[src/sv/xtea_pkg.sv]
// Shared types and constants of the XTEA block cipher.
// No dependencies.
`default_nettype none

package xtea_pkg;

    localparam int WORD_W      = 32;
    localparam int NUM_KEYS    = 4;
    localparam int KEY_IDX_W   = 2;
    localparam int NUM_CELLS   = 64;

    localparam logic [WORD_W-1:0] DELTA     = 32'h9E3779B9;
    localparam logic [WORD_W-1:0] DEC_START = 32'hC6EF3720;

    localparam logic MODE_ENC = 1'b0;
    localparam logic MODE_DEC = 1'b1;

    localparam logic [KEY_IDX_W-1:0] KEY_IDX_0 = 2'd0;
    localparam logic [KEY_IDX_W-1:0] KEY_IDX_1 = 2'd1;
    localparam logic [KEY_IDX_W-1:0] KEY_IDX_2 = 2'd2;
    localparam logic [KEY_IDX_W-1:0] KEY_IDX_3 = 2'd3;

    typedef logic [NUM_KEYS-1:0][WORD_W-1:0] key_set_t;

    typedef struct packed {
        logic              valid;
        logic              mode;
        logic              phase;
        logic [WORD_W-1:0] sum;
        logic [WORD_W-1:0] p;
        logic [WORD_W-1:0] q;
    } lane_t;

endpackage

`default_nettype wire

[src/sv/xtea_cell.sv]
// One XTEA half-round cell of the cipher chain.
// Depends on xtea_pkg for the lane type, key set and round constant.
`default_nettype none

module xtea_cell
    import xtea_pkg::*;
(
    input  wire logic     clk,
    input  wire logic     rst_n,
    input  wire key_set_t keys,
    input  wire lane_t    lane_in,
    output lane_t         lane_out
);

    logic                 sel_hi;
    logic [KEY_IDX_W-1:0] key_idx;
    logic [WORD_W-1:0]    mix;
    logic [WORD_W-1:0]    term;
    logic [WORD_W-1:0]    word_new;
    logic [WORD_W-1:0]    sum_step;
    lane_t                lane_next;
    logic                 valid_reg;
    lane_t                data_reg;

    always_comb
    begin
        sel_hi   = lane_in.phase ^ lane_in.mode;
        key_idx  = sel_hi ? lane_in.sum[12:11] : lane_in.sum[1:0];
        mix      = ((lane_in.p << 4) ^ (lane_in.p >> 5)) + lane_in.p;
        term     = mix ^ (lane_in.sum + keys[key_idx]);
        word_new = (lane_in.mode == MODE_DEC) ? (lane_in.q - term) : (lane_in.q + term);
        sum_step = (lane_in.mode == MODE_DEC) ? (lane_in.sum - DELTA) : (lane_in.sum + DELTA);

        lane_next       = lane_in;
        lane_next.phase = ~lane_in.phase;
        lane_next.sum   = lane_in.phase ? lane_in.sum : sum_step;
        lane_next.p     = word_new;
        lane_next.q     = lane_in.p;
    end

    always_ff @(posedge clk or negedge rst_n)
    begin
        if (!rst_n)
        begin
            valid_reg <= 1'b0;
        end
        else
        begin
            valid_reg <= lane_in.valid;
        end
    end

    always_ff @(posedge clk)
    begin
        data_reg <= lane_next;
    end

    always_comb
    begin
        lane_out       = data_reg;
        lane_out.valid = valid_reg;
    end

endmodule

`default_nettype wire

[config.mk]
export PLATFORM = sky130hd
export DESIGN_NAME = xtea_cell
export DESIGN_NICKNAME = d
export VERILOG_FILES = /design/src/sv/xtea_pkg.sv /design/src/sv/xtea_cell.sv
export SDC_FILE = /design/constraint.sdc
export NUM_CORES = 1
export LEC_CHECK = 0
export ABC_AREA = 1
export BUFFER_PORTS_ARGS = -buffer_cell sky130_fd_sc_hd__buf_2
export CORE_UTILIZATION = 61
export CTS_BUF_LIST = sky130_fd_sc_hd__clkbuf_4
export DETAILED_ROUTE_END_ITERATION = 10
export MAX_ROUTING_LAYER = met4
export PLACE_DENSITY = 0.94
export SKIP_LAST_GASP = 1
export SYNTH_ARGS = -nofsm -noshare
export SYNTH_HDL_FRONTEND = slang
export SYNTH_SLANG_ARGS = --single-unit
export TNS_END_PERCENT = 10
[constraint.sdc]
create_clock -name clk -period 1.64 [get_ports clk]
set_input_delay 0.328 -clock clk [delete_from_list [all_inputs] [get_ports clk]]
set_output_delay 0.328 -clock clk [all_outputs]
set_load 0.01 [all_outputs]
==> results by group, run 1 <==
GRT
  – Vias in the first global route: 25890
  – Overall Global Routing Usage: 0.9109
  – Largest net degree at the start of global routing: 45
  – GRT overflow: 517
  – First-pass GRT wire length: 152800 µm

Placement
  – Count of buffers from port buffering: 327
  – Gpl congestion: 1.100
  – Detailed placement HPWL: 47460 µm
  – DP Worst Slack: -4.256 ns

Clocking
  – CTS sink count: 99
  – CTS Root Cell: clkbuf_4
  – Max H-tree Level: 3
  – Worst-case clock buffer depth: 2
  – CTS buffer count: 9

Yosys
  – Synth Area in XOR/XNOR: 0.07703
  – Post-synthesis mux area share: 0
  – Most used DFF post-synth: dfxtp_1
  – Synth Area in Adders: 0.1275
  – Largest family of logic cells by synthesized area: simple AND/OR/NAND/NOR gates
  – Sequential-to-total area share from yosys stat: 0.1506
  – Post-synth top cells: nand2_1 (727), inv_1 (327), nor2_1 (211)
  – Ys Warns: 0
  – Area of the mapped netlist: 13190 µm²
  – Compound-gate portion of the synthesized area: 0.1343
  – Number of flops mapped to enable cells by yosys: 0
  – Syn Nets: 2636
  – Register bit total from synthesis: 99
  – Asr flop ratio synth: 0.01010
  – Post-synth cell types: 51
  – Most frequent cell after synthesis: nand2_1
  – Top cells by area, synth: nand2_1 (21%), dfxtp_1 (15%), ha_1 (12%)
  – Post-Synthesis Cells: 2275
  – Synth top area share: 0.2069
  – Simple-gate share of the synthesized area: 0.4025
  – Syn avg cell area: 5.797 µm²
  – Synth area leader: nand2_1

Floorplan
  – Top-Level Pins: 328
  – Die height: 149.0 µm
  – Number of core rows: 53
  – Initial Util: 0.6254
  – Die width: 149.0 µm

Outcome
  – First Err: [ERROR GRT-0116] Global routing finished with congestion. Check the congestion regions in the DRC Viewer.
  – Exit stage: global routing
  – Outcome: aborted with a tool error
-- cell families after synthesis --
group | count (synthesis)
AND/OR/NAND/NOR | 1231
AO/OA/AOI/OAI | 320
XOR/XNOR | 116
flip-flops | 99
adder cells (fa/ha/maj) | 132
buffers and inverters | 377
-- metrics by stage --
step                hold WS (ns)  area [µm²]  TNS, ns    util  std cells
floorplan                0.03241       13280  -107.26       -       2275
global placement          0.1024       18370  -130.69  0.8711       3271
detailed placement        0.1039       18370  -149.47  0.8711       3271
CTS                     0.005133       19390  -106.86  0.9197       3333
-- metal layers --
| metal | GRT usage | GRT overflow |
|---|---|---|
| met1 | 0.8657 | 24 |
| met2 | 1.046 | 332 |
| met3 | 0.7835 | 35 |
| met4 | 0.9505 | 126 |
| met5 | - | - |
-- repair_timing --
action,4_1_cts
pin swaps,41
hold buffers,22
endpoints found under the hold margin,22
gates resized for setup,104
setup buffers,23
cloned,2
endpoints found under the setup margin,60
==> inputs of run 2 (changes only) <==
CORE_UTILIZATION = 40   (was 61)
CTS_BUF_LIST = unset   (was sky130_fd_sc_hd__clkbuf_4)
MAX_ROUTING_LAYER = unset   (was met4)
PLACE_DENSITY = unset   (was 0.94)
PLACE_DENSITY_LB_ADDON = 0.15   (was unset)
==> run 2 against run 1 <==
The flow now finishes, with violations (DRC, setup timing). Synthesized cell count unchanged. Synthesized area unchanged.
==> results by group, run 2 <==
Floorplan
  – Number of core rows: 66
  – Initial Util: 0.4064
  – Die area: 33700 µm²
  – Die width: 183.6 µm
  – Die height: 183.6 µm
  – Top-Level Pins: 328
  – Core area: 32450 µm²

Yosys
  – Number of flops mapped to enable cells by yosys: 0
  – Syn Nets: 2636
  – Post-synth cell types: 51
  – Most frequent cell after synthesis: nand2_1
  – Synth area leader: nand2_1
  – Area of the mapped netlist: 13190 µm²
  – Post-synth top cells: nand2_1 (727), inv_1 (327), nor2_1 (211)
  – Sequential-to-total area share from yosys stat: 0.1506
  – Asr flop ratio synth: 0.01010
  – Post-Synthesis Cells: 2275
  – Syn avg cell area: 5.797 µm²
  – Synth top area share: 0.2069
  – Most used DFF post-synth: dfxtp_1
  – Register bit total from synthesis: 99
  – Ys Warns: 0
  – Top cells by area, synth: nand2_1 (21%), dfxtp_1 (15%), ha_1 (12%)

Layout
  – Area Growth Syn to Fin: 55.82%
  – Fin util: 0.6332
  – Diode count: 0
  – Fillers: 3258
  – Nets@finish: 3481
  – Fraction of layout cells with a size suffix above 1: 0.3622
  – Most used cells in the layout excluding fill and tap cells: nand2_1 (681), buf_4 (525), buf_2 (325)
  – Most common cell after layout, fill and taps aside: nand2_1
  – Final Instance Area: 20550 µm²
  – Max reg flops: 98

Worst setup path
  – Crit-path max cell delay: 0.61 ns
  – Req. time, crit path: 1.93 ns
  – Critical Path Start Type: primary input
  – Worst endpoint data arrival time: 5.26 ns
  – Crit end category: flip-flop
  – Worst-path fanout max: 4
  – Kind of critical path: in2reg
  – CP startpoint: lane_in[97]
  – Slowest cell on crit path: fa_2

GRT
  – Largest net degree at the start of global routing: 45
  – First-pass GRT wire length: 82180 µm
  – GRT overflow: 0
  – Antenna violations before repair: 0
  – Vias in the first global route: 16960
  – Overall Global Routing Usage: 0.3126

Placement
  – Count of buffers from port buffering: 327
  – Detailed placement HPWL: 44950 µm
  – DP Area: 19150 µm²
  – Gpl congestion: 0.9387

STA
  – RSZ-0062 raised after global routing: yes
  – Final setup fails: 60
  – Clock period minus worst slack: 4.962 ns
  – Rel. slew slack: 0.5844
  – Fin crit share: 3.026
  – Max Slew Vio Count: 0
  – Setup TNS: -110.56 ns
  – Maximum clock rate: 0.2015 GHz
  – Final setup margin: -3.322 ns
  – Worst Tran Pin Value: 0.6235 ns
  – Final hold vios: 0

Worst hold path
  – Hold Startpoint: lane_in[98]
  – Min-Delay Path Class: in2reg

Drt
  – Total number of vias: 17120
  – WL/cell: 14.81 µm
  – Drt total wl: 52830 µm
  – Initial drt markers: 692
  – Vias/cell: 4.799
  – Remaining DRCs: 2
  – Routed Antenna Nets: 0
  – Pre-antenna DRT Iters: 8

Clocking
  – CTS buffer count: 9
  – CTS clk-pin slew, worst paths: 0.08 ns
  – CTS tree: done
  – CTS sink count: 99
  – Max H-tree Level: 3
  – Worst-case clock buffer depth: 2
  – CTS Root Cell: clkbuf_16

Outcome
  – Failing checks: DRC, setup timing
  – Outcome: complete, but fails checks

Power and ir drop
  – Peak VDD IR: 0.0006687 V
  – Pleak: 11.71 nW
  – Final Total Pwr: 23.61 mW
  – Pwr Density: 1149 nW/µm²

Flow run
  – Max Cap Violations: 0
[run 2: area by class of cell]
class | count | area (µm²) | share of cell area
clock buffers | 10 | 229.0 | 0.01114
flip-flops and latches | 99 | 1987 | 0.09668
well taps | 442 | 553.0 | 0.02691
clock inverters | 6 | 96.34 | 0.004688
repair buffers | 865 | 5834 | 0.2839
inverters | 346 | 1314 | 0.06393
multi-input cells | 1799 | 10540 | 0.5128
[run 2: path summary, 6_finish.rpt]
check / end / slack [ns] / cells after the start
setup / recovery: lane_out[63] / -3.32 / 37
hold / removal: valid_reg / 0.05 / 1
max in group asynchronous: valid_reg / 1.31 / 2
min in group asynchronous: valid_reg / 0.24 / 2
[run 2: power by group]
| group | internal (mW) | total, mW | leakage, nW | switching, mW |
|---|---|---|---|---|
| combinational | 8.53 | 18.0 | 10.7 | 9.44 |
| sequential | 3.03 | 3.14 | 0.838 | 0.114 |
| clock | 1.36 | 2.49 | 0.155 | 1.13 |
| total | 12.9 | 23.6 | 11.7 | 10.7 |
[run 2: metrics by stage]
step	hold WS (ns)	setup WS [ns]	cells
after detailed placement	0.1073	-3.971	3514
after CTS	0.03357	-3.147	3551
after floorplan	0.03241	-3.492	2275
final	0.05015	-3.322	3567
after global placement	0.1030	-3.853	3514
after global routing	0.04075	-3.644	3567
[run 2: repair_timing]
action | in CTS | in global routing
endpoints found under the setup margin | 60 | 60
gates cloned | 1 | 0
pin swaps | 48 | 65
resized for setup | 82 | 118
hold buffers | 1 | 0
setup buffers | 21 | 16
endpoints found under the hold margin | 1 | 0
[run 2: cell families after synthesis]
family                   synth area share
AO/OA/AOI/OAI                      0.1343
XOR/XNOR                          0.07703
adder cells (fa/ha/maj)            0.1275
buffers and inverters              0.1080
flip-flops                         0.1506
AND/OR/NAND/NOR                    0.4025
[run 2: worst max-delay path: cells and delay by family]
kind	cells	cell delay, ns
simple gates	16	1.39
fa+ha+maj	4	1.32
compound gates	7	1.12
xor+xnor	3	0.57
buf+inv	7	0.50
[run 2: routing by layer]
metal | vias to the layer above | GRT usage | wire length (µm)
li1 | 8961 | - | -
met1 | 7634 | 0.3556 | 22110
met2 | 429 | 0.5826 | 26600
met3 | 94 | 0.03566 | 2172
met4 | 0 | 0.1363 | 1948
met5 | - | 0 | 0
(Power assumes the default switching activity.)
